File: src/rtl/core/rdf_pkg.sv
// shared types, codes and crc helpers for the register datagram framer
// no dependencies; imported by the channel interfaces and the top level
package rdf_pkg;

    localparam logic [7:0] SYNC_WRITE = 8'h05;
    localparam logic [7:0] SYNC_READ  = 8'h07;
    localparam logic [7:0] CRC_POLY   = 8'h07;
    localparam logic [7:0] CRC_TOP    = 8'h80;
    localparam logic [7:0] BYTE_MASK  = 8'hFF;

    localparam int CRC_MSG_BITS = 48;
    localparam int FRAME_BYTES  = 8;

    localparam logic KIND_TX   = 1'b0;
    localparam logic KIND_DONE = 1'b1;

    typedef enum logic [1:0] {
        REQ_WRITE = 2'd0,
        REQ_READ  = 2'd1,
        REQ_RX    = 2'd2
    } t_req_type;

    typedef enum logic [1:0] {
        ST_OK           = 2'd0,
        ST_NOT_READY    = 2'd1,
        ST_BAD_HEADER   = 2'd2,
        ST_CRC_MISMATCH = 2'd3
    } t_status;

    typedef logic [7:0] t_crc_cols [CRC_MSG_BITS];

    // column i is x^(i+8) mod p: the remainder that message bit i adds
    function automatic t_crc_cols crc_cols_build();
        t_crc_cols cols;
        logic [7:0] v;
        v = CRC_POLY;
        for (int i = 0; i < CRC_MSG_BITS; i++) begin
            cols[i] = v;
            v = ((v & CRC_TOP) != 8'h00) ? ((v << 1) ^ CRC_POLY) : (v << 1);
        end
        return cols;
    endfunction

    localparam t_crc_cols CRC_COLS = crc_cols_build();

    // msb-first crc-8, zero init, over up to six bytes; leading zero bytes are neutral
    function automatic logic [7:0] crc8_msg48(input logic [CRC_MSG_BITS-1:0] msg);
        logic [7:0] c;
        c = 8'h00;
        for (int i = 0; i < CRC_MSG_BITS; i++) begin
            if (msg[i]) begin
                c = c ^ CRC_COLS[i];
            end
        end
        return c & BYTE_MASK;
    endfunction

endpackage

File: src/rtl/core/rdf_in_if.sv
// request channel of the register datagram framer
// depends on rdf_pkg
interface rdf_in_if
    import rdf_pkg::*;
();
    logic        valid;
    logic        ready;
    logic [1:0]  req_type;
    logic [7:0]  reg_addr;
    logic [31:0] write_value;
    logic [7:0]  rx_byte;

    modport source (output valid, output req_type, output reg_addr, output write_value,
                    output rx_byte, input ready);
    modport sink (input valid, input req_type, input reg_addr, input write_value,
                  input rx_byte, output ready);
endinterface

File: src/rtl/core/rdf_out_if.sv
// result channel of the register datagram framer
// depends on rdf_pkg
interface rdf_out_if
    import rdf_pkg::*;
();
    logic        valid;
    logic        ready;
    logic        out_kind;
    logic [7:0]  tx_byte;
    logic        last;
    logic [31:0] read_value;
    logic [1:0]  status;

    modport source (output valid, output out_kind, output tx_byte, output last,
                    output read_value, output status, input ready);
    modport sink (input valid, input out_kind, input tx_byte, input last,
                  input read_value, input status, output ready);
endinterface

File: src/rtl/core/register_datagram_framer_crc8_unit.sv
// top level of the register datagram framer / deframer with crc-8 (poly 0x07)
// depends on rdf_pkg, rdf_in_if, rdf_out_if
//
// usage:
//   in_ch carries requests: write, read, or one received link byte. a request
//   is taken on a clock edge with valid and ready high.
//   out_ch carries results: transmit bytes (out_kind 0) and completions or read
//   results (out_kind 1); last marks the final result of a request.
//   the apb port holds link_enabled at byte addresses 0 to 3; pready is always high.
// timing:
//   a request is held in the input register until the frame register is free; a
//   request that gives results then loads the frame register, which drives out_ch.
//   results leave one per cycle from the frame register while out_ch.ready is high,
//   and frame serialization sets the rate. with the link enabled a write request gives
//   8 results and a read request 3, a completion 1; received bytes completing nothing give none.
// reset (i_rst_n low, synchronous): link disabled, receiver disarmed, both
//   pipeline registers empty.
// stall: while out_ch.ready is low the frame register holds; one more request
//   waits in the input register, then in_ch.ready drops.
module register_datagram_framer_crc8_unit
    import rdf_pkg::*;
(
    input  logic        i_clk,
    input  logic        i_rst_n,
    rdf_in_if.sink      in_ch,
    rdf_out_if.source   out_ch,
    input  logic        psel,
    input  logic        penable,
    input  logic        pwrite,
    input  logic [2:0]  paddr,
    input  logic [31:0] pwdata,
    output logic [31:0] prdata,
    output logic        pready
);

    // configuration
    logic r_link_enabled;
    logic cfg_wr;

    assign pready = 1'b1;
    assign cfg_wr = psel & penable & pwrite & pready & (paddr[2] == 1'b0);
    assign prdata = (paddr[2] == 1'b0) ? {31'd0, r_link_enabled} : 32'd0;

    always_ff @(posedge i_clk) begin
        if (!i_rst_n) begin
            r_link_enabled <= 1'b0;
        end else if (cfg_wr) begin
            r_link_enabled <= pwdata[0];
        end
    end

    // input register
    logic        r_in_valid;
    logic [1:0]  r_in_req_type;
    logic [7:0]  r_in_reg_addr;
    logic [31:0] r_in_write_value;
    logic [7:0]  r_in_rx_byte;

    // frame register
    logic        r_frm_valid;
    logic        r_frm_kind;
    logic [2:0]  r_frm_left;
    logic [7:0]  r_frm_bytes [FRAME_BYTES];
    logic [31:0] r_frm_value;
    logic [1:0]  r_frm_status;

    // receiver state
    logic        r_read_armed, n_read_armed;
    logic [7:0]  r_expected_reg, n_expected_reg;
    logic [2:0]  r_rx_count, n_rx_count;
    logic [7:0]  r_rx_crc, n_rx_crc;
    logic [31:0] r_rx_value, n_rx_value;
    logic        r_header_bad, n_header_bad;

    logic        out_fire;
    logic        s2_free;
    logic        s1_go;
    logic        in_fire;

    assign out_fire = r_frm_valid & out_ch.ready;
    assign s2_free  = !r_frm_valid || (out_fire && (r_frm_left == 3'd0));
    assign s1_go    = r_in_valid & s2_free;
    assign in_ch.ready = !r_in_valid || s2_free;
    assign in_fire  = in_ch.valid & in_ch.ready;

    always_ff @(posedge i_clk) begin
        if (!i_rst_n) begin
            r_in_valid <= 1'b0;
        end else if (in_fire) begin
            r_in_valid <= 1'b1;
        end else if (s1_go) begin
            r_in_valid <= 1'b0;
        end
    end

    always_ff @(posedge i_clk) begin
        if (in_fire) begin
            r_in_req_type    <= in_ch.req_type;
            r_in_reg_addr    <= in_ch.reg_addr;
            r_in_write_value <= in_ch.write_value;
            r_in_rx_byte     <= in_ch.rx_byte;
        end
    end

    // request processing
    logic        ld_frame;
    logic        ld_kind;
    logic [2:0]  ld_left;
    logic [7:0]  ld_bytes [FRAME_BYTES];
    logic [31:0] ld_value;
    logic [1:0]  ld_status;
    logic [7:0]  wr_crc;
    logic [7:0]  rd_crc;
    logic [7:0]  rx_crc_next;

    assign wr_crc = crc8_msg48({SYNC_WRITE, r_in_reg_addr, r_in_write_value});
    assign rd_crc = crc8_msg48({32'd0, SYNC_READ, r_in_reg_addr});
    assign rx_crc_next = crc8_msg48({40'd0, r_rx_crc ^ r_in_rx_byte});

    always_comb begin
        ld_frame  = 1'b0;
        ld_kind   = KIND_TX;
        ld_left   = 3'd0;
        ld_value  = 32'd0;
        ld_status = ST_OK;
        for (int i = 0; i < FRAME_BYTES; i++) begin
            ld_bytes[i] = 8'h00;
        end
        n_read_armed   = r_read_armed;
        n_expected_reg = r_expected_reg;
        n_rx_count     = r_rx_count;
        n_rx_crc       = r_rx_crc;
        n_rx_value     = r_rx_value;
        n_header_bad   = r_header_bad;

        case (r_in_req_type)
            REQ_WRITE, REQ_READ: begin
                ld_frame = 1'b1;
                if (!r_link_enabled) begin
                    ld_kind   = KIND_DONE;
                    ld_status = ST_NOT_READY;
                end else if (r_in_req_type == REQ_WRITE) begin
                    ld_left     = 3'd7;
                    ld_bytes[0] = SYNC_WRITE;
                    ld_bytes[1] = r_in_reg_addr;
                    ld_bytes[2] = r_in_write_value[31:24];
                    ld_bytes[3] = r_in_write_value[23:16];
                    ld_bytes[4] = r_in_write_value[15:8];
                    ld_bytes[5] = r_in_write_value[7:0];
                    ld_bytes[6] = wr_crc;
                    ld_bytes[7] = wr_crc;
                end else begin
                    ld_left        = 3'd2;
                    ld_bytes[0]    = SYNC_READ;
                    ld_bytes[1]    = r_in_reg_addr;
                    ld_bytes[2]    = rd_crc;
                    n_read_armed   = 1'b1;
                    n_expected_reg = r_in_reg_addr;
                    n_rx_count     = 3'd0;
                    n_rx_crc       = 8'h00;
                    n_rx_value     = 32'd0;
                    n_header_bad   = 1'b0;
                end
            end
            REQ_RX: begin
                if (r_read_armed) begin
                    n_rx_count = r_rx_count + 3'd1;
                    case (r_rx_count)
                        3'd0: begin
                            if (r_in_rx_byte != SYNC_WRITE) begin
                                n_header_bad = 1'b1;
                            end
                            n_rx_crc = rx_crc_next;
                        end
                        3'd1: begin
                            if (r_in_rx_byte != r_expected_reg) begin
                                n_header_bad = 1'b1;
                            end
                            n_rx_crc = rx_crc_next;
                        end
                        3'd2, 3'd3, 3'd4, 3'd5: begin
                            n_rx_value = {r_rx_value[23:0], r_in_rx_byte};
                            n_rx_crc   = rx_crc_next;
                        end
                        3'd6: begin
                            // zero afterwards means the crc matched
                            n_rx_crc = r_rx_crc ^ r_in_rx_byte;
                        end
                        default: begin
                            ld_frame = 1'b1;
                            ld_kind  = KIND_DONE;
                            if (r_header_bad) begin
                                ld_status = ST_BAD_HEADER;
                            end else if (r_rx_crc != 8'h00) begin
                                ld_status = ST_CRC_MISMATCH;
                            end else begin
                                ld_value = r_rx_value;
                            end
                            n_read_armed = 1'b0;
                            n_rx_count   = 3'd0;
                            n_rx_crc     = 8'h00;
                            n_rx_value   = 32'd0;
                            n_header_bad = 1'b0;
                        end
                    endcase
                end
            end
            default: begin
            end
        endcase
    end

    always_ff @(posedge i_clk) begin
        if (!i_rst_n) begin
            r_read_armed   <= 1'b0;
            r_expected_reg <= 8'h00;
            r_rx_count     <= 3'd0;
            r_rx_crc       <= 8'h00;
            r_rx_value     <= 32'd0;
            r_header_bad   <= 1'b0;
        end else if (s1_go) begin
            r_read_armed   <= n_read_armed;
            r_expected_reg <= n_expected_reg;
            r_rx_count     <= n_rx_count;
            r_rx_crc       <= n_rx_crc;
            r_rx_value     <= n_rx_value;
            r_header_bad   <= n_header_bad;
        end
    end

    // frame register: loads a whole frame, shifts one byte out per result
    always_ff @(posedge i_clk) begin
        if (!i_rst_n) begin
            r_frm_valid <= 1'b0;
        end else if (s1_go && ld_frame) begin
            r_frm_valid <= 1'b1;
        end else if (out_fire && (r_frm_left == 3'd0)) begin
            r_frm_valid <= 1'b0;
        end
    end

    always_ff @(posedge i_clk) begin
        if (s1_go && ld_frame) begin
            r_frm_kind   <= ld_kind;
            r_frm_left   <= ld_left;
            r_frm_value  <= ld_value;
            r_frm_status <= ld_status;
            for (int i = 0; i < FRAME_BYTES; i++) begin
                r_frm_bytes[i] <= ld_bytes[i];
            end
        end else if (out_fire && (r_frm_left != 3'd0)) begin
            r_frm_left <= r_frm_left - 3'd1;
            for (int i = 0; i < FRAME_BYTES - 1; i++) begin
                r_frm_bytes[i] <= r_frm_bytes[i + 1];
            end
        end
    end

    assign out_ch.valid      = r_frm_valid;
    assign out_ch.out_kind   = r_frm_kind;
    assign out_ch.tx_byte    = r_frm_bytes[0];
    assign out_ch.last       = (r_frm_left == 3'd0);
    assign out_ch.read_value = r_frm_value;
    assign out_ch.status     = r_frm_status;

`ifndef SYNTH
    a_done_is_single : assert property (@(posedge i_clk) disable iff (!i_rst_n)
        (r_frm_valid && (r_frm_kind == KIND_DONE)) |-> (r_frm_left == 3'd0))
        else $error("completion result not marked last");

    a_count_needs_arm : assert property (@(posedge i_clk) disable iff (!i_rst_n)
        (r_rx_count != 3'd0) |-> r_read_armed)
        else $error("receive count advanced without an armed read");

    a_frame_continues : assert property (@(posedge i_clk) disable iff (!i_rst_n)
        (out_fire && (r_frm_left != 3'd0)) |=> r_frm_valid)
        else $error("frame dropped before its last byte");

    a_in_reg_holds : assert property (@(posedge i_clk) disable iff (!i_rst_n)
        (r_in_valid && !s2_free) |=> (r_in_valid && $stable(r_in_req_type)
            && $stable(r_in_write_value)))
        else $error("pending request lost while frame register busy");
`endif

endmodule

File: src/flat_wrapper.sv
// flat-port wrapper written by rule: the top's interface ports become plain ports
module register_datagram_framer_crc8_unit_flat import rdf_pkg::*;
  (i_clk, i_rst_n, psel, penable, pwrite, paddr, pwdata, prdata, pready, in_ch_valid, in_ch_req_type, in_ch_reg_addr, in_ch_write_value, in_ch_rx_byte, in_ch_ready, out_ch_valid, out_ch_out_kind, out_ch_tx_byte, out_ch_last, out_ch_read_value, out_ch_status, out_ch_ready);
  rdf_in_if in_ch_i ();
  rdf_out_if out_ch_i ();
  input  logic i_clk;
  input  logic i_rst_n;
  input  logic psel;
  input  logic penable;
  input  logic pwrite;
  input  logic [2:0] paddr;
  input  logic [31:0] pwdata;
  output logic [31:0] prdata;
  output logic pready;
  input wire logic [$bits(in_ch_i.valid)-1:0] in_ch_valid;
  input wire logic [$bits(in_ch_i.req_type)-1:0] in_ch_req_type;
  input wire logic [$bits(in_ch_i.reg_addr)-1:0] in_ch_reg_addr;
  input wire logic [$bits(in_ch_i.write_value)-1:0] in_ch_write_value;
  input wire logic [$bits(in_ch_i.rx_byte)-1:0] in_ch_rx_byte;
  output wire logic [$bits(in_ch_i.ready)-1:0] in_ch_ready;
  output wire logic [$bits(out_ch_i.valid)-1:0] out_ch_valid;
  output wire logic [$bits(out_ch_i.out_kind)-1:0] out_ch_out_kind;
  output wire logic [$bits(out_ch_i.tx_byte)-1:0] out_ch_tx_byte;
  output wire logic [$bits(out_ch_i.last)-1:0] out_ch_last;
  output wire logic [$bits(out_ch_i.read_value)-1:0] out_ch_read_value;
  output wire logic [$bits(out_ch_i.status)-1:0] out_ch_status;
  input wire logic [$bits(out_ch_i.ready)-1:0] out_ch_ready;
  assign in_ch_i.valid = in_ch_valid;
  assign in_ch_i.req_type = in_ch_req_type;
  assign in_ch_i.reg_addr = in_ch_reg_addr;
  assign in_ch_i.write_value = in_ch_write_value;
  assign in_ch_i.rx_byte = in_ch_rx_byte;
  assign in_ch_ready = in_ch_i.ready;
  assign out_ch_valid = out_ch_i.valid;
  assign out_ch_out_kind = out_ch_i.out_kind;
  assign out_ch_tx_byte = out_ch_i.tx_byte;
  assign out_ch_last = out_ch_i.last;
  assign out_ch_read_value = out_ch_i.read_value;
  assign out_ch_status = out_ch_i.status;
  assign out_ch_i.ready = out_ch_ready;
  register_datagram_framer_crc8_unit u_core (.i_clk(i_clk), .i_rst_n(i_rst_n), .in_ch(in_ch_i), .out_ch(out_ch_i), .psel(psel), .penable(penable), .pwrite(pwrite), .paddr(paddr), .pwdata(pwdata), .prdata(prdata), .pready(pready));
endmodule
File: config.mk
export PLATFORM = sky130hd
export DESIGN_NAME = register_datagram_framer_crc8_unit_flat
export DESIGN_NICKNAME = d
export VERILOG_FILES = /design/src/rtl/core/rdf_pkg.sv /design/src/rtl/core/rdf_in_if.sv /design/src/rtl/core/rdf_out_if.sv /design/src/rtl/core/register_datagram_framer_crc8_unit.sv /design/src/flat_wrapper.sv
export SDC_FILE = /design/constraint.sdc
export NUM_CORES = 1
export LEC_CHECK = 0
export ABC_AREA = 1
export BUFFER_PORTS_ARGS = -buffer_cell sky130_fd_sc_hd__buf_2
export CORE_ASPECT_RATIO = 0.7
export CORE_MARGIN = 2
export CORE_UTILIZATION = 50
export CTS_CLUSTER_DIAMETER = 120
export DETAILED_ROUTE_END_ITERATION = 8
export HOLD_SLACK_MARGIN = 0.02
export MAX_ROUTING_LAYER = met4
export PLACE_DENSITY = 0.7
export SYNTH_ARGS = -nofsm -noshare
export SYNTH_HDL_FRONTEND = slang
export SYNTH_SLANG_ARGS = --single-unit
export TNS_END_PERCENT = 50
File: constraint.sdc
create_clock -name i_clk -period 6.5 [get_ports i_clk]
set_input_delay 0.325 -clock i_clk [delete_from_list [all_inputs] [get_ports i_clk]]
set_output_delay 0.325 -clock i_clk [all_outputs]
set_load 0.1 [all_outputs]
### Yosys cells after proc, flatten, opt, wreduce, memory -nomap -nowiden

Memories as Yosys holds them, arrays and structs flattened.
Index checks and enable logic that the tools add are counted.

| storage, ports and cells | value |
|---|---|
| register bits after elaboration | 144 |
| RAM bits | 64 |
| memories kept | 1 |

Memories:

| memory | depth | bits a word | read ports | clocked after memory_dff | wr ports | line | text |
|---|---|---|---|---|---|---|---|
| u_core.r_frm_bytes | 8 | 8 | 8 | 0 | 8 | register_datagram_framer_crc8_unit.sv:63 | `logic [7:0] r_frm_bytes [FRAME_BYTES];` |

| cells by class | value |
|---|---|
| $add $sub $neg | 2 |
| equal/unequal tests | 17 |
| mux-type cells | 120 |
| bitwise gates (word level) | 76 |
| reductions and logical operators | 28 |

Operators by type and width:

| operator | number |
|---|---|
| two-way mux 8 bit | 33 |
| two-way mux 64 bit | 2 |
| one-hot mux 32 bit (2 select lines) | 2 |
| two-way mux 32 bit | 3 |
| two-way mux 7 bit | 13 |
| inverter 3 bit | 28 |
| inverter 5 bit | 15 |
| inverter 2 -> 3 bit | 15 |
| two-way mux 6 bit | 7 |
| two-way mux 40 bit | 1 |
| two-way mux 3 bit | 12 |
| one-hot mux 8 bit (2 select lines) | 2 |
| two-way mux 5 bit | 6 |
| two-way mux 1 bit | 23 |
| two-way mux 18 bit | 1 |
| two-way mux 4 bit | 4 |
| OR reduction 11 bit | 1 |
| == test 3 bit, second input constant | 3 |
| two-way mux 2 bit | 4 |
| inequality test 8 x 3 -> 1 bit, second input constant | 1 |
| inequality test 8 bit | 1 |
| one-hot mux 1 bit (2 select lines) | 4 |
| AND reduction 4 bit | 2 |
| AND reduction 8 bit | 1 |
| 32 further kinds | 59 |

### Logic depth before layout (Yosys ltp)

Gate-level depths: netlist of run 1.

| logic depth | value |
|---|---|
| depth in word-level cells | 85 |
| gate-level depth with buffers | 15 |
| mapped depth without buffers | 14 |

### Worst setup path after synthesis of run 1

OpenSTA, ideal clock, no wires.

| path | value |
|---|---|
| path kind | register to register |
| start point | register u_core.r_frm_valid, in the netlist u_core.out_ch.valid |
| end point | memory u_core.r_frm_bytes[0][0] (enable) |
| library setup time | 0.419 ns |
| arrival | 4.170 ns |
| slack | 1.911 ns |
| stages on the path, launching flop included | 7 |
| period minus slack after synthesis | 4.589 ns |
| path through | dfxtp_1 -> nand2_1 -> o21ai_1 -> nand2_1 -> a21oi_2 -> inv_2 -> nand2_1 |

RTL lines:

| item | line | text |
|---|---|---|
| from (decl) | register_datagram_framer_crc8_unit.sv:60 | `logic r_frm_valid;` |
| from (signal assigned) | register_datagram_framer_crc8_unit.sv:234 | `r_frm_valid <= 1'b0;` |
| from (signal assigned) | register_datagram_framer_crc8_unit.sv:236 | `r_frm_valid <= 1'b1;` |
| from (signal assigned) | register_datagram_framer_crc8_unit.sv:238 | `r_frm_valid <= 1'b0;` |
| to (decl) | register_datagram_framer_crc8_unit.sv:63 |  |

==> results.md, run 1 <==
* Post-synthesis sequential area ratio at a little over half
* Setup CP Type: flip-flop to flip-flop
* WHS Path Cells at 2
* RSZ-0062 raised after global routing: no
* Clock tree buffer depth at 3
* Layout area overhead at 15.4%
* Kind of path behind the tightest hold check: input port to flip-flop
* Cts repair resizes at 0
* Hold Path Origin: pwdata[0]
* Final period util at 55.2%
* Mapped Cells at between 1k and 1.5k
* CP Buf/Inv Count at 4
* DRT antenna net count at 0
* Worst slew pin tran at 1.16 ns
* Status: finished, final reports clean
* CP Data Required Time at 6.64 ns
* # Post-CTS Setup Buffers at 0
* Fill cells at 1816
* Via density at between 5 and 6
* Synth top area cells: edfxtp_1 40%, nand2_1 13%, dfxtp_1 12%
* Syn Area/Cell at about 8.4 um^2
* Max-Cap Viols at 0
* CP max stage delay at ~0.59 ns
* DR pass1 iterations at 6
* Row count at 44
* Die W at roughly 180 um
* Layout Nets at 1501
* Max IR drop VDD at approximately 0.00017 V
* CP delay by family, top: buffers and inverters
* Top reg by flops: u_core.r_frm_bytes
* Initial antenna violation count at 0
* Synth cell types at 39
* Reg-to-Reg Start: u_core.r_rx_count[0]$_SDFFE_PN0P_
* R2R cell count at 11
* Mapped cell area at 0.0108 mm^2
* Chip Height at 127 um
* Max reg flops at between 60 and 70
* DR vias at around 9k
* FF/Latch Area at 0.00561 mm^2
* R2R Setup Slk at between 2 and 3 ns
* Top cell type's share of synthesized area at 40.1%
* Max Clk Rate at 279 MHz
* Antenna Cells at 0
* Clk_lat worst skew at approximately 0.51 ns
* Hold Crit Endpoint: u_core.r_link_enabled$_SDFFE_PN0P_
* Final Hold Viols at 0
* Clk_skew at between 0.01 and 0.015 ns
* Drt initial violations at 913
* Leading area contributor after synthesis: edfxtp_1
* Non-filler instance count after layout at 1694
* Final setup fails at 0
* Setup TNS Final at 0 ns
* Multi-input logic area at 0.00423 mm^2
* HPWL Detailed at 18500 um
* Worst Setup End Kind: flip-flop
* Tmin final at about 3.6 ns
* Worst slew margin at 22.4%
* Leak at 5.40 nW
* Clock transition at path regs at 0.06 ns
* Drt drc at 0
* CTS tree: yes
* Largest net degree at the start of global routing at 69
* Gr ovfl total at 0
* Io pins at 171
* Vias in the first global route at 7863
* Critical path arrival at 3.73 ns
* Drt total wl at about 26000 um
* Gr usage total at roughly a quarter
* Critical path peak fanout at 56
* Core ar. at 0.0209 mm^2
* First-pass GRT wire length at around 40000 um
* H-tree depth at 1
* PD cells at between 200 and 300 mW/mm^2
* Area of the die at 0.0228 mm^2
* FF-to-FF End: u_core.r_frm_bytes[1][10]$_DFFE_PP_
* Worst path cell trace: inv_1, ha_1, o21ai_0, nand2_1, nor2_1, nand2_1, a21oi_4, buf_4, inv_2, nand2_2, buf_4
* Warnings, synthesis at 0
* Routed WL per cell at 15.6 um
* Crit path max-delay cell type: buf_4
* CTS Buf Count at 22
* Max Slew Vio Count at 0
* Routability cong. at 0.938
* Layout cells sized above 1 at 11.1%
* Num Clock Sinks at between 200 and 250
* Commonest non-fill, non-tap cells in the layout: 375 x nand2_1, 144 x edfxtp_1, 126 x inv_1
* IO Port Bufs at 105
* Startpoint Class: flip-flop
* Flops & latches, synth at 208
* Commonest non-fill, non-tap cell in the layout: nand2_1
* Initial Utilization at 51.5%
* Root buf cell: clkbuf_16
* Final Hold Slack at 0.0959 ns
* Placed Instances at 1604
[logic make-up after synthesis]
kind of cell	Yosys count	share of synthesized area [%]
xor+xnor	78	6.34
compound gates	157	7.91
flops	208	52.0
simple gates	603	22.9
fa+ha+maj	7	0.813
other cells	2	0.0697
buf+inv	227	9.93
[cell usage after synthesis, drive strengths merged]
| cell | number |
|---|---|
| buf | 61 |
| clkbuf | 31 |
| nor4 | 2 |
| nand3b | 4 |
| o22ai | 2 |
| o21ai | 66 |
| nand3 | 91 |
| xnor2 | 42 |
| nand4 | 3 |
| dfxtp | 64 |
| clkinv | 5 |
| ha | 7 |
| xor2 | 36 |
| nor2 | 107 |
| or2 | 2 |
| inv | 130 |
| nor3 | 15 |
| a21oi | 69 |
| o31ai | 18 |
| nand2 | 379 |
| edfxtp | 144 |
| o21bai | 1 |
| o311a | 1 |
| conb | 2 |
[worst register-to-register path, stage by stage, from the launching register on]
cell	delay, ns
dfxtp_1	0.39
inv_1	0.10
ha_1	0.23
o21ai_0	0.40
nand2_1	0.14
nor2_1	0.13
nand2_1	0.16
a21oi_4	0.15
buf_4	0.44
inv_2	0.28
nand2_2	0.16
buf_4	0.59
[worst max-delay path by stage]
stage / start / to / slack [ns] / cells past startpoint
after floorplan: u_core.out_ch.valid$_SDFFE_PN0P_ / u_core.r_frm_bytes[0][0]$_DFFE_PP_ / 1.91 / 6
after global routing: u_core.r_rx_count[0]$_SDFFE_PN0P_ / u_core.r_frm_bytes[1][19]$_DFFE_PP_ / 2.60 / 11
after detailed placement: u_core.r_rx_count[0]$_SDFFE_PN0P_ / u_core.r_frm_bytes[1][17]$_DFFE_PP_ / 2.96 / 11
after global placement: u_core.r_rx_count[0]$_SDFFE_PN0P_ / u_core.r_frm_bytes[1][17]$_DFFE_PP_ / 3.12 / 11
final: u_core.r_rx_count[0]$_SDFFE_PN0P_ / u_core.r_frm_bytes[1][10]$_DFFE_PP_ / 2.91 / 11
after CTS: u_core.r_rx_count[0]$_SDFFE_PN0P_ / u_core.r_frm_bytes[1][19]$_DFFE_PP_ / 2.94 / 11
[routing by layer]
layer | vias to the layer above | wire, um | GRT usage, %
met5 | - | 0 | -
met4 | 0 | 385 | 4.30
met3 | 34 | 2680 | 3.96
met2 | 385 | 10700 | 32.7
met1 | 4047 | 12700 | 36.0
li1 | 4315 | - | -
[stage by stage]
| stage | power [W] | setup WS [ns] | util, % | cell area (um^2) |
|---|---|---|---|---|
| after global routing | 0.00334 | 2.60 | 59.4 | 12400 |
| after detailed placement | 0.00202 | 2.96 | 53.7 | 11200 |
| after CTS | 0.00322 | 2.94 | 59.4 | 12400 |
| after global placement | 0.00201 | 3.12 | 53.7 | 11200 |
| after floorplan | 0.00193 | 1.91 | - | 10900 |
| final | 0.00321 | 2.91 | 59.4 | 12400 |
[report_power, final]
| group | internal, W | total, W | switching [W] |
|---|---|---|---|
| clock network | 0.000668 | 0.00119 | 0.000518 |
| logic | 0.000140 | 0.000503 | 0.000363 |
| registers | 0.00147 | 0.00152 | 0.0000508 |
[cell type report]
| type | count | area share (%) |
|---|---|---|
| clock buffers | 29 | 4.89 |
| clock inverters | 11 | 0.654 |
| inverters | 135 | 4.13 |
| multi-input cells | 877 | 34.0 |
| flip-flops and latches | 208 | 45.1 |
| well taps | 276 | 2.78 |
| repair buffers | 158 | 8.43 |
[repair_timing]
action	in CTS	in global routing
setup endpoints to repair	0	0
hold buffers	50	0
endpoints found under the hold margin	50	0
Note: power is estimated with default switching activity, not from simulation.
==> run 2, diff against run 1 <==
==> constraint.sdc (replaced) <==
create_clock -name i_clk -period 3.48 [get_ports i_clk]
set_input_delay 0.174 -clock i_clk [delete_from_list [all_inputs] [get_ports i_clk]]
set_output_delay 0.174 -clock i_clk [all_outputs]
set_load 0.1 [all_outputs]
==> run 2 against run 1 <==
Via count is essentially flat; utilization up 0.26 points; setup slack lost 2.3 ns; largest power group unchanged; cell count grew 0.41%; sequential share of layout area down 0.20 points; highest routed layer unchanged; critical path type unchanged; maximum frequency is 27% higher; sequential cell count did not move; register-to-register slack got worse by 2.3 ns.
==> results.md, run 2 (synthesis gave the netlist of run 1 again) <==
* HPWL Detailed at 19000 um
* Clock tree buffer depth at 3
* Fill cells at 1825
* Worst slew margin at between 40% and 50%
* Gr usage total at between 20% and 30%
* Multi-input logic area at approximately 0.0042 mm^2
* Largest net degree at the start of global routing at between 60 and 70
* Drt drc at 0
* Startpoint Class: flip-flop
* Clk_skew at 0.00982 ns
* Max Slew Vio Count at 0
* Worst setup path end: u_core.r_frm_bytes[1][14]$_DFFE_PP_
* FF/Latch Area at 0.00561 mm^2
* IO Port Bufs at 105
* Switching part of the total at slightly below 30%
* Worst slew pin tran at 0.785 ns
* Hold Path Origin: i_rst_n
* Clock Power Share at 36.6%
* Tmin final at 2.83 ns
* Status: finished, final reports clean
* Row count at 44
* Setup TNS Final at 0 ns
* Leak at around 5.4 nW
* Crit path max-delay cell type: nand2_4
* Power Total at 0.00600 W
* Sequential share of power at 47.4%
* DR vias at 8783
* Layout area overhead at 15.9%
* Via density at around 5.2
* Antenna Cells at 0
* PD cells at 480 mW/mm^2
* Reg-to-Reg Start: u_core.r_rx_count[1]$_SDFFE_PN0P_
* DR pass1 iterations at 5
* Area of the die at 0.0228 mm^2
* Initial antenna violation count at 0
* First-pass GRT wire length at 42500 um
* Routability cong. at 0.955
* Clk_lat worst skew at 0.51 ns
* Max-Cap Viols at 0
* R2R cell count at 9
* Commonest non-fill, non-tap cell in the layout: nand2_1
* Most frequent CP cell: nand2_1
* Max reg flops at 64
* H-tree depth at 1
* Routed WL per cell at 15.9 um
* CTS Hold Buffers Added at 53
* Final Hold Viols at 0
* CTS tree: yes
* Pint at 0.00426 W
* FF-to-FF End: u_core.r_frm_bytes[1][14]$_DFFE_PP_
* CP Data Required Time at about 3.6 ns
* Setup CP Type: flip-flop to flip-flop
* Num Clock Sinks at 208
* Worst Setup End Kind: flip-flop
* Initial Utilization at 51.5%
* # Post-CTS Setup Buffers at 0
* Final setup fails at 0
* Layout cells sized above 1 at 11.4%
* Clock transition at path regs at 0.07 ns
* Worst path cell trace: inv_1, ha_1, o21ai_0, nand2_1, nor2_1, nand2_1, a21oi_4, inv_2, nand2_4
* CTS Buf Count at 22
* Critical path peak fanout at 59
* Comb power frac at 16.0%
* RSZ-0062 raised after global routing: no
* Top reg by flops: u_core.r_frm_bytes
* Final period util at 81.4%
* Io pins at about 170
* Chip Height at ~130 um
* Drt initial violations at between 900 and 1k
* Die W at 179 um
* Layout Nets at 1509
* Commonest non-fill, non-tap cells in the layout: 375 x nand2_1, 144 x edfxtp_1, 126 x inv_1
* R2R Setup Slk at 0.65 ns
* Root buf cell: clkbuf_16
* Core ar. at approximately 0.021 mm^2
* Setup crit start: u_core.r_rx_count[1]$_SDFFE_PN0P_
* Cts repair resizes at 0
* Drt total wl at 27000 um
* Vias in the first global route at 8010
* Critical path arrival at 2.96 ns
* Gr ovfl total at 0
* Sw power at 0.00174 W
* Max Clk Rate at 353 MHz
* Kind of path behind the tightest hold check: input port to flip-flop
* DRT antenna net count at 0
* Max IR drop VDD at 0.000413 V
* CP max stage delay at 0.60 ns
## run 2: cell types whose count changed in the layout (fill, tap and decap cells not counted), sizes merged
cell / delta
inv: -3
clkinvlp: +1
dlygate4sd3: +3
buf: +5
bufinv: +1
## run 2: per-stage QoR
stage	hold slack [ns]	cell area, um^2	setup slack, ns	instances	utilization [%]
2_1_floorplan	0.273	10900	0.159	1312	-
3_3_place_gp	0.350	11300	0.774	1609	54.0
3_5_place_dp	0.352	11300	0.679	1609	54.0
4_1_cts	0.149	12500	0.654	1701	59.7
5_1_grt	0.196	12500	0.412	1701	59.7
6_report	0.161	12500	0.648	1701	59.7
## run 2: final cells by class
| cell class | instances | share of cell area (%) |
|---|---|---|
| Multi-Input combinational cell | 877 | 33.9 |
| Clock buffer | 29 | 4.62 |
| Sequential cell | 208 | 44.9 |
| Tap cell | 276 | 2.77 |
| Clock inverter | 10 | 0.731 |
| Timing Repair Buffer | 166 | 8.94 |
| Inverter | 135 | 4.14 |
## run 2: per-layer routing
| layer | global-route usage [%] | part of all wire (%) | vias up |
|---|---|---|---|
| li1 | - | - | 4334 |
| met5 | - | 0 | - |
| met2 | 33.6 | 41 | 356 |
| met1 | 37.0 | 48 | 4055 |
| met4 | 4.93 | 1.7 | 0 |
| met3 | 4.68 | 10 | 38 |
## run 2: worst min-delay path by stage
stage	slack [ns]	end	cells past startpoint
detailed placement	0.35	u_core.r_in_write_value[14]$_DFFE_PP_	1
finish	0.16	u_core.r_header_bad$_SDFFE_PN0P_	3
CTS	0.15	u_core.r_header_bad$_SDFFE_PN0P_	3
floorplan	0.27	u_core.r_in_reg_addr[0]$_DFFE_PP_	0
global route	0.20	u_core.r_rx_value[24]$_SDFFE_PN0P_	3
global placement	0.35	u_core.r_in_write_value[5]$_DFFE_PP_	1
## run 2: power by group through the flow
| stage | Combinational [W] | Sequential [W] | Clock, W |
|---|---|---|---|
| 2_1_floorplan | 0.000715 | 0.00289 | 0 |
| 3_3_place_gp | 0.000882 | 0.00289 | 0 |
| 3_5_place_dp | 0.000896 | 0.00289 | 0 |
| 4_1_cts | 0.000943 | 0.00284 | 0.00222 |
| 5_1_grt | 0.00105 | 0.00285 | 0.00233 |
| 6_report | 0.000961 | 0.00284 | 0.00220 |
## run 2: worst max-delay path: cells and delay by family, from the launching register on
kind	cells	cell delay, ns
and+or+nand+nor	4	0.99
AOI/OAI and AO/OA	2	0.60
DFF	1	0.39
buffers and inverters	2	0.23
adders and majority gates	1	0.22
==> run 3, diff against run 2 <==
==> constraint.sdc (replaced) <==
create_clock -name i_clk -period 2.7 [get_ports i_clk]
set_input_delay 0.135 -clock i_clk [delete_from_list [all_inputs] [get_ports i_clk]]
set_output_delay 0.135 -clock i_clk [all_outputs]
set_load 0.1 [all_outputs]
==> run 3 against run 2 <==
Final area rose by 0.92%; non-clock buffer count rose by 12; setup slack got worse by 0.38 ns; die area did not move; critical path depth did not move; clock power rose by 29%; count of clock-buffer cells in the layout rose by 1; register-to-register slack got worse by 0.38 ns; critical endpoint is now u_core.r_frm_bytes[1][8]$_DFFE_PP_; highest routed layer unchanged.
==> results.md, run 3 (synthesis gave the netlist of run 1 again) <==
* Initial antenna violation count at 1
* CTS tree: yes
* Clock Power Share at 36.7%
* Layout area overhead at 17.0%
* First-pass GRT wire length at 42800 um
* Status: finished, final reports clean
* Cts repair resizes at 0
* WHS Path Cells at 4
* Kind of path behind the tightest hold check: input port to flip-flop
* Sw power at 0.00221 W
* Comb power frac at between 10% and 20%
* Routed WL per cell at 15.7 um
* Switching part of the total at 28.5%
* Largest net degree at the start of global routing at 68
* Worst slew margin at 59.7%
* Max-Cap Viols at 0
* HPWL Detailed at roughly 19000 um
* Setup TNS Final at 0 ns
* Critical path peak fanout at 59
* Via density at a little over 5
* Max IR drop VDD at 0.000564 V
* Die W at about 180 um
* PD cells at 613 mW/mm^2
* Commonest non-fill, non-tap cell in the layout: nand2_1
* Sequential share of power at 47.3%
* Final setup fails at 0
* Row count at 44
* Io pins at 171
* Chip Height at approximately 130 um
* Layout Nets at approximately 1.5k
* Leak at 5.48 nW
* Clock tree buffer depth at 3
* Max reg flops at 64
* Commonest non-fill, non-tap cells in the layout: 373 x nand2_1, 144 x edfxtp_1, 125 x inv_1
* Initial Utilization at 51.5%
* Drt drc at 0
* Core ar. at 0.0209 mm^2
* Top reg by flops: u_core.r_frm_bytes
* DR vias at 8874
* RSZ-0062 raised after global routing: no
* Num Clock Sinks at 208
* Clk_skew at 0.0143 ns
* Max Slew Vio Count at 0
* H-tree depth at 1
* DR pass1 iterations at 5
* Layout cells sized above 1 at 12.1%
* Root buf cell: clkbuf_16
* IO Port Bufs at 105
* Worst slew pin tran at 0.605 ns
* CP Data Required Time at 2.85 ns
* Final Hold Viols at 0
* R2R cell count at 9
* Setup CP Type: flip-flop to flip-flop
* Gr usage total at 24.3%
* Tmin final at 2.43 ns
* Drt total wl at around 27000 um
* Pint at 0.00552 W
* Gr ovfl total at 0
* Clock transition at path regs at 0.06 ns
* Area of the die at approximately 0.023 mm^2
* Vias in the first global route at 8034
* Worst Setup End Kind: flip-flop
* Clk_lat worst skew at 0.51 ns
* CTS Buf Count at 21
* Final period util at 90.0%
* Power Total at ~0.0077 W
* DRT antenna net count at 0
* Core Util, Final at 60.2%
* Routability cong. at about 0.95
* Startpoint Class: flip-flop
* Critical path arrival at 2.58 ns
* Max Clk Rate at around 410 MHz
* Drt initial violations at roughly 750
-- run 3: final timing paths --
check / from / slack [ns] / to
hold reg to reg: u_core.r_frm_bytes[1][24]$_DFF_P_ / 0.45 / u_core.r_frm_bytes[1][24]$_DFF_P_
setup reg to reg: u_core.r_rx_count[0]$_SDFFE_PN0P_ / 0.27 / u_core.r_frm_bytes[1][8]$_DFFE_PP_
setup / recovery: u_core.r_rx_count[0]$_SDFFE_PN0P_ / 0.27 / u_core.r_frm_bytes[1][8]$_DFFE_PP_
hold / removal: out_ch_ready / 0.21 / u_core.out_ch.valid$_SDFFE_PN0P_
-- run 3: layer usage --
| layer | routed length [um] | track usage [%] | up-vias |
|---|---|---|---|
| met2 | 10600 | 32.8 | 366 |
| li1 | - | - | 4364 |
| met3 | 2700 | 5.60 | 36 |
| met5 | 0 | - | - |
| met4 | 422 | 5.07 | 0 |
| met1 | 13200 | 37.1 | 4108 |
-- run 3: cell type report --
| cell class | instances | area, um^2 |
|---|---|---|
| Fill cell | 1812 | 8320 |
| Sequential cell | 208 | 5610 |
| Multi-Input combinational cell | 877 | 4260 |
| Timing Repair Buffer | 178 | 1220 |
| Clock buffer | 30 | 559 |
| Inverter | 135 | 519 |
| Tap cell | 276 | 345 |
| Clock inverter | 8 | 88.8 |
| Antenna cell | 1 | 2.50 |
-- run 3: through the flow --
step	cell area [um^2]	std cells	hold slack [ns]	worst slack (ns)
final	12600	1713	0.208	0.269
after global routing	12600	1713	0.218	0.0965
after CTS	12600	1712	0.179	0.308
after detailed placement	11400	1620	0.313	0.320
after global placement	11400	1620	0.312	0.404
after floorplan	10900	1312	0.234	0.00907
-- run 3: worst max-delay path, stage by stage, from the launching register on --
cell and delay (ns):
dfxtp_1 0.40, inv_1 0.10, ha_1 0.25, o21ai_2 0.22, nand2_1 0.10, nor2_1 0.12, nand2_2 0.11, a21oi_4 0.24
inv_4 0.13, nand2_8 0.35
-- run 3: power groups by stage --
stage	sequential (W)	clock [W]	combinational (W)
finish	0.00365	0.00283	0.00124
global placement	0.00371	0	0.00114
CTS	0.00365	0.00286	0.00122
floorplan	0.00373	0	0.000926
detailed placement	0.00372	0	0.00116
global route	0.00366	0.00300	0.00137
-- run 3: repair_timing --
action / in CTS / in global routing
hold endpoints to repair: 56 / 0
hold buffers: 54 / 0
endpoints found under the setup margin: 0 / 0
setup buffers: 0 / 0
